$ cat config.mk
export PLATFORM = sky130hd
export DESIGN_NAME = bba_first_one
export DESIGN_NICKNAME = d
export VERILOG_FILES = /design/src/sv/bba_pkg.sv /design/src/sv/bba_first_one.sv
export SDC_FILE = /design/constraint.sdc
export NUM_CORES = 1
export LEC_CHECK = 0
export CELL_PAD_IN_SITES_DETAIL_PLACEMENT = 0
export CELL_PAD_IN_SITES_GLOBAL_PLACEMENT = 1
export CORE_AREA = 2 2 39 41
export DETAILED_ROUTE_END_ITERATION = 12
export DIE_AREA = 0 0 41 43
export DONT_BUFFER_PORTS = 1
export PLACE_DENSITY_LB_ADDON = 0.1
export SETUP_SLACK_MARGIN = 0.02
export SLEW_MARGIN = 20
export SYNTH_ARGS = -nofsm -noshare
export SYNTH_HDL_FRONTEND = slang
export SYNTH_SLANG_ARGS = --single-unit
$ cat constraint.sdc
create_clock -name vclk -period 1.1
set_input_delay 0.055 -clock vclk [all_inputs]
set_output_delay 0.055 -clock vclk [all_outputs]
set_load 0.01 [all_outputs]
$ cat src/sv/bba_pkg.sv
// ----------------------------------------------------------------------------
// bba_pkg
// Shared constants, status codes and layout helpers for the buddy allocator.
// ----------------------------------------------------------------------------
`default_nettype none

package bba_pkg;

    localparam int UNIT_BYTES_DEF = 128;
    localparam int TOP_ORDER_DEF  = 10;
    localparam int TOP_BLOCKS_DEF = 32;

    localparam int REQ_W   = 17;
    localparam int UNITF_W = 15;
    localparam int ORD_W   = 4;
    localparam int LIVE_W  = 16;
    localparam int HDR_W   = 7;
    localparam int ST_W    = 2;
    localparam int OWN_W   = 5;
    localparam int WORD_W  = 32;
    localparam int BIT_W   = 5;

    localparam logic [HDR_W-1:0] HDR_RESET = 7'd40;

    localparam logic [ST_W-1:0] ST_OK      = 2'd0;
    localparam logic [ST_W-1:0] ST_NO_FREE = 2'd1;
    localparam logic [ST_W-1:0] ST_BAD_REQ = 2'd2;
    localparam logic [ST_W-1:0] ST_BAD_FREE = 2'd3;

    localparam logic KIND_ALLOC = 1'b0;
    localparam logic KIND_FREE  = 1'b1;

    // bitmap words holding one order
    function automatic int words_at(input int tb, input int to, input int o);
        return ((tb << (to - o)) + 31) >> 5;
    endfunction

    // first bitmap word of one order
    function automatic int base_words(input int tb, input int to, input int o);
        int s;
        s = 0;
        for (int j = 0; j < o; j++)
            s = s + words_at(tb, to, j);
        return s;
    endfunction

    function automatic int free_words(input int tb, input int to);
        return base_words(tb, to, to + 1);
    endfunction

endpackage

`default_nettype wire

$ cat src/sv/bba_first_one.sv
// ----------------------------------------------------------------------------
// bba_first_one
// Lowest set bit of one bitmap word.
// ----------------------------------------------------------------------------
`default_nettype none

module bba_first_one
(
    input  wire logic [bba_pkg::WORD_W-1:0] word,
    output logic                            any,
    output logic [bba_pkg::BIT_W-1:0]       idx
);

    always_comb
    begin
        idx = '0;
        for (int i = bba_pkg::WORD_W - 1; i >= 0; i--)
        begin
            if (word[i])
            begin
                idx = bba_pkg::BIT_W'(i);
            end
        end
    end

    assign any = |word;

endmodule

`default_nettype wire

== Yosys cells after proc, flatten, opt, wreduce, memory -nomap -nowiden ==
Index checks and enable logic that the tools add are counted.

* Bits in registers: 0
* Output and inout port bits: 6
* Logic and storage cells: 33
* Input port bits: 32

* Muxes and demuxes: 32
* Reduce and logical (&&, ||, !) cells: 1

{| class="wikitable"
|+ Operator list
! kind !! number
|-
| 2-to-1 mux 5 bit || 32
|-
| OR reduction 32 bit || 1
|}

== Logic depth before layout (Yosys ltp) ==
Gate-level depths: netlist of run 1.

* Depth after elaboration: 32
* Mapped depth: 5
* Depth with buffers taken out: 5

== Worst setup path before layout of run 1 ==
Ideal clock, no wire load.

* Path type: input -> output
* Start: input port word[30] (netlist bit)
* End: output port idx[0] (netlist bit)
* Path buffers: 0
* Required time: 1045 ps
* Data arrival time: 989 ps
* Cell stages on the path: 5
* Slack: 56 ps
* Cell sequence: nor3b_1 -> nor3_1 -> o31ai_1 -> o2111ai_1 -> a221oi_1

* Cells in the longest elaborated chain, start to end: 31

{| class="wikitable"
|+ RTL lines
! item !! line !! RTL
|-
| start, declared || bba_first_one.sv:9 || <nowiki>input wire logic [bba_pkg::WORD_W-1:0] word,</nowiki>
|-
| 2-to-1 mux 5 bit (31 in a row) || bba_first_one.sv:19 || <nowiki>if (word[i])</nowiki>
|-
| end, declared || bba_first_one.sv:11 || <nowiki>output logic [bba_pkg::BIT_W-1:0] idx</nowiki>
|}

No other way between the ends.

== Final worst setup path of run 1 ==
Ends and elaborated chain as after synthesis.

==> results of run 1 <==
==> power by group <==
group	total [mW]	internal [mW]	switching, mW
combinational	0.0819	0.0445	0.0374
sequential	0	0	0
clock	0	0	0
total	0.0819	0.0445	0.0374
==> cell usage in the layout (no fill, tap or decap), drive strengths merged, types with 2 or more instances in the layout <==
cell and n:
nor2 10, or4 4, a2111oi 2, nand2 3
o31ai 4, inv 6, nor3 7, buf 5
nor4 7, nor3b 2, a21oi 7, o21ai 3
==> cell families after synthesis <==
logic type | synth area share
buf+inv | 0.0584
compound gates | 0.386
simple gates | 0.555
==> worst max path at each step <==
stage / slack [ns] / start / to / cells past startpoint
finish: 0.01 / word[30] / idx[0] / 6
global route: -0.08 / word[24] / idx[0] / 6
CTS: -0.09 / word[30] / idx[0] / 6
detailed placement: -0.08 / word[30] / idx[0] / 6
global placement: -0.05 / word[30] / idx[0] / 6
floorplan: 0.06 / word[30] / idx[0] / 5
==> timing repair <==
action / in CTS / in global routing
resized for setup: 3 / 8
pin swaps: 4 / 7
setup buffers: 0 / 0
setup endpoints to repair: 4 / 6
==> per-layer routing <==
layer  global-route usage  vias to the layer above  routed length, um
met5                    0                        -                  0
met4                    0                        0                  0
met3               0.0262                        0                123
met2                0.250                       17                620
met1                0.190                      240                531
li1                     -                      270                  -
==> worst max-delay path: cells and delay by family <==
kind                   cells  cell delay, ns
and+or+nand+nor            2            0.26
AOI/OAI and AO/OA          3            0.56
buffers and inverters      1            0.16
==> cell type report <==
class                      count  area, um2
fill                         167        890
multi-input combinational     59        414
timing repair buffer           5       37.5
inverter                       6       22.5
tap                           16       20.0
==> flow_summary.ini, run 1 <==
[placement]
portBuffers = 0
detailed_place_hpwl_um = 1110
pre_cts_ws_ns = -0.0794
gp_congestion = 0.697
place_area_um2 = 443
placed_cells = 86

[floorplan]
pin_count = 38
dieArea_mm2 = 0.00176
die_x_um = 41
initial_core_util = 0.278
core_area_mm2 = 0.00138
fp.dieH_um = 43
std_cell_rows = 14

[synth]
netlist_top_cells_count = nor2_1 (10), a21oi_1 (7), nor4_1 (7)
synth_top_area_frac = 0.114
yosysSeqAreaShare = 0
syn_nets = 97
syn-cell-area_um2 = 385
synth_cell_types = 24
yosysTopAreaCell = nor4_1
synth.most_common_cell = nor2_1
avgSynthCellArea_um2 = 5.93
synthTopCellsByArea = nor4_1 (11%), nor2_1 (9.7%), a21oi_1 (9.1%), o31ai_1 (7.8%), nor3_1 (6.5%)
syn_inst = 65
ys_warn_count = 0

[setup_path]
critPathMaxStageDelay_ns = 0.24
path_cells = nor3b_4 > nor3_2 > o31ai_2 > o2111ai_1 > a221oi_2 > buf_4
cp_slowest_cell = a221oi_2
crit_type = in -> out
path_max_fanout = 3
critPathLaunchType = input pin
cp.arrival_ns = 1.03
endpoint_kind = primary output
worst_ep_required_time_ns = 1.04

[final_layout]
n_antenna_cell = 0
final_core_util = 0.357
final_area_um2 = 494
syn_to_final_growth_pct = 28.2
finalNetCount = 104
final_cells = 86
numSequentialCells = 0
regArea_um2 = 0
drive_gt1_frac = 0.243
nClkBuffers = 0

[worst_hold_path]
hp-start = word[0]
holdPathEnd = idx[0]
min_path_cells = 2
min_path_type = in -> out

[timing]
fmax_mhz = 921
period_needed_ns = 1.09
holdWs_ns = 0.258
slew_headroom = 0.736
tightestPinTransition_ns = 0.395
setup_viol = 0
hold_viol_final = 0
period_share = 0.987
grt_setup_unrepaired = true
setup_slack_ns = 0.0144
slew_violations = 0
fin_tns_setup_ns = 0

[global_route]
grt_first_pass_wirelength_um = 1890
grt_usage = 0.145
overflow = 0
grt_pass1_vias = 474
grt_max_degree = 6
antenna_found_initial = 0

[drt]
drtPass1Iterations = 2
routed_wl_um = 1280
wl_per_cell_um = 14.8
routed_via_density = 6.13
drc_errors = 0
dr_total_vias = 527
ant_nets = 0
drt_iter0_drc = 2

[run_status]
status = finished clean

[power]
ir_worst_vdd_v = 0.0000509
power_density_mw_per_mm2 = 166
finalPower_uw = 81.9
leakagePower_nw = 0.167

[flow_run]
cap_violations = 0

[clocking]
cts_hold_buf = 0
Power figures use the tool's default switching activity.
==> run 2: changes to the inputs <==
Settings changed: PLACE_DENSITY from default to 0.6, PLACE_DENSITY_LB_ADDON 0.1 to default, SETUP_SLACK_MARGIN 0.02 to default.
==> flow_summary.ini, run 2 (same netlist as run 1, synthesis figures left out) <==
[placement]
detailed_place_hpwl_um = 1100
placed_cells = 86
gp_congestion = 0.674
portBuffers = 0

[timing]
grt_setup_unrepaired = true
holdWs_ns = 0.271
slew_violations = 0
fin_tns_setup_ns = 0
period_needed_ns = 1.08
setup_viol = 0
hold_viol_final = 0
period_share = 0.984
fmax_mhz = 924
slew_headroom = 0.734
tightestPinTransition_ns = 0.389

[global_route]
grt_usage = 0.144
antenna_found_initial = 0
grt_max_degree = 6
overflow = 0
grt_first_pass_wirelength_um = 1880
grt_pass1_vias = 497

[floorplan]
dieArea_mm2 = 0.00176
std_cell_rows = 14
die_x_um = 41
core_area_mm2 = 0.00138
initial_core_util = 0.278
pin_count = 38
fp.dieH_um = 43

[final_layout]
nFillCells = 172
n_antenna_cell = 0
syn_to_final_growth_pct = 21.4
numSequentialCells = 0
layout_common_cells = nor2_1 (10), nor4_1 (6), inv_1 (6)
nClkBuffers = 0
layout_commonest_cell = nor2_1
regArea_um2 = 0
final_cells = 86
drive_gt1_frac = 0.214
finalNetCount = 104

[setup_path]
endpoint_kind = primary output
cp_top_family = compound AO/OA/AOI/OAI gates
cp_slowest_cell = a221oi_1
path_cells = nor3b_2 > nor3_1 > o31ai_1 > o2111ai_1 > a221oi_1 > buf_4
critPathLaunchType = input pin
path_buf_inv = 1
critPathMaxStageDelay_ns = 0.26
worst_ep_required_time_ns = 1.04
crit_type = in -> out
cp.arrival_ns = 1.03
path_max_fanout = 3

[drt]
ant_nets = 0
routed_wl_um = 1210
drtPass1Iterations = 2
drt_iter0_drc = 2
drc_errors = 0
wl_per_cell_um = 14.1
dr_total_vias = 519
routed_via_density = 6.03

[worst_hold_path]
min_path_cells = 2
holdPathEnd = idx[0]
hp-start = word[0]
min_path_type = in -> out

[power]
power_density_mw_per_mm2 = 160
leakagePower_nw = 0.146
ir_worst_vdd_v = 0.0000522

[clocking]
cts_setup_buffers = 0
cts_hold_buf = 0

[flow_run]
cap_violations = 0

[run_status]
status = finished clean
==> run 2: layout make-up <==
type	count	area, um2	share of cell area
repair buffers	5	37.5	0.0802
multi-input cells	59	388	0.829
inverters	6	22.5	0.0481
well taps	16	20.0	0.0428
==> run 2: how the worst max path moves through the flow <==
stage / depth (start not counted) / start / slack (ns) / end
after global routing: 6 / word[30] / -0.08 / idx[0]
after global placement: 6 / word[30] / -0.07 / idx[0]
after floorplan: 5 / word[30] / 0.06 / idx[0]
after CTS: 4 / word[19] / 0.006 / idx[2]
after detailed placement: 6 / word[30] / -0.03 / idx[0]
final: 6 / word[30] / 0.02 / idx[0]
==> run 2: through the flow <==
step                      utilization  setup slack [ns]  power [mW]  cell area (um2)
after CTS                       0.328           0.00558      0.0748              454
after global routing            0.338           -0.0781      0.0844              468
final                           0.338            0.0179      0.0748              468
after floorplan                     -            0.0557      0.0558              385
after detailed placement        0.320           -0.0306      0.0715              443
after global placement          0.320           -0.0707      0.0712              443
==> run 2: where the power goes <==
part	total [mW]	switching (mW)	leakage, nW	internal, mW
clock	0	0	0	0
sequential	0	0	0	0
combinational	0.0748	0.0342	0.146	0.0406
==> run 2: what timing repair did <==
| item | in CTS | in global routing |
|---|---|---|
| pin swaps | 1 | 2 |
| endpoints found under the hold margin | 0 | 0 |
| gates resized for setup | 3 | 3 |
| endpoints found under the setup margin | 1 | 6 |
==> run 2: per-layer routing <==
metal | vias up | wire length, um | share of wire | track usage
met5 | - | 0 | 0 | 0
met3 | 0 | 83 | 0.068 | 0
met4 | 0 | 0 | 0 | 0
li1 | 271 | - | - | -
met1 | 230 | 463 | 0.38 | 0.193
met2 | 18 | 664 | 0.55 | 0.259
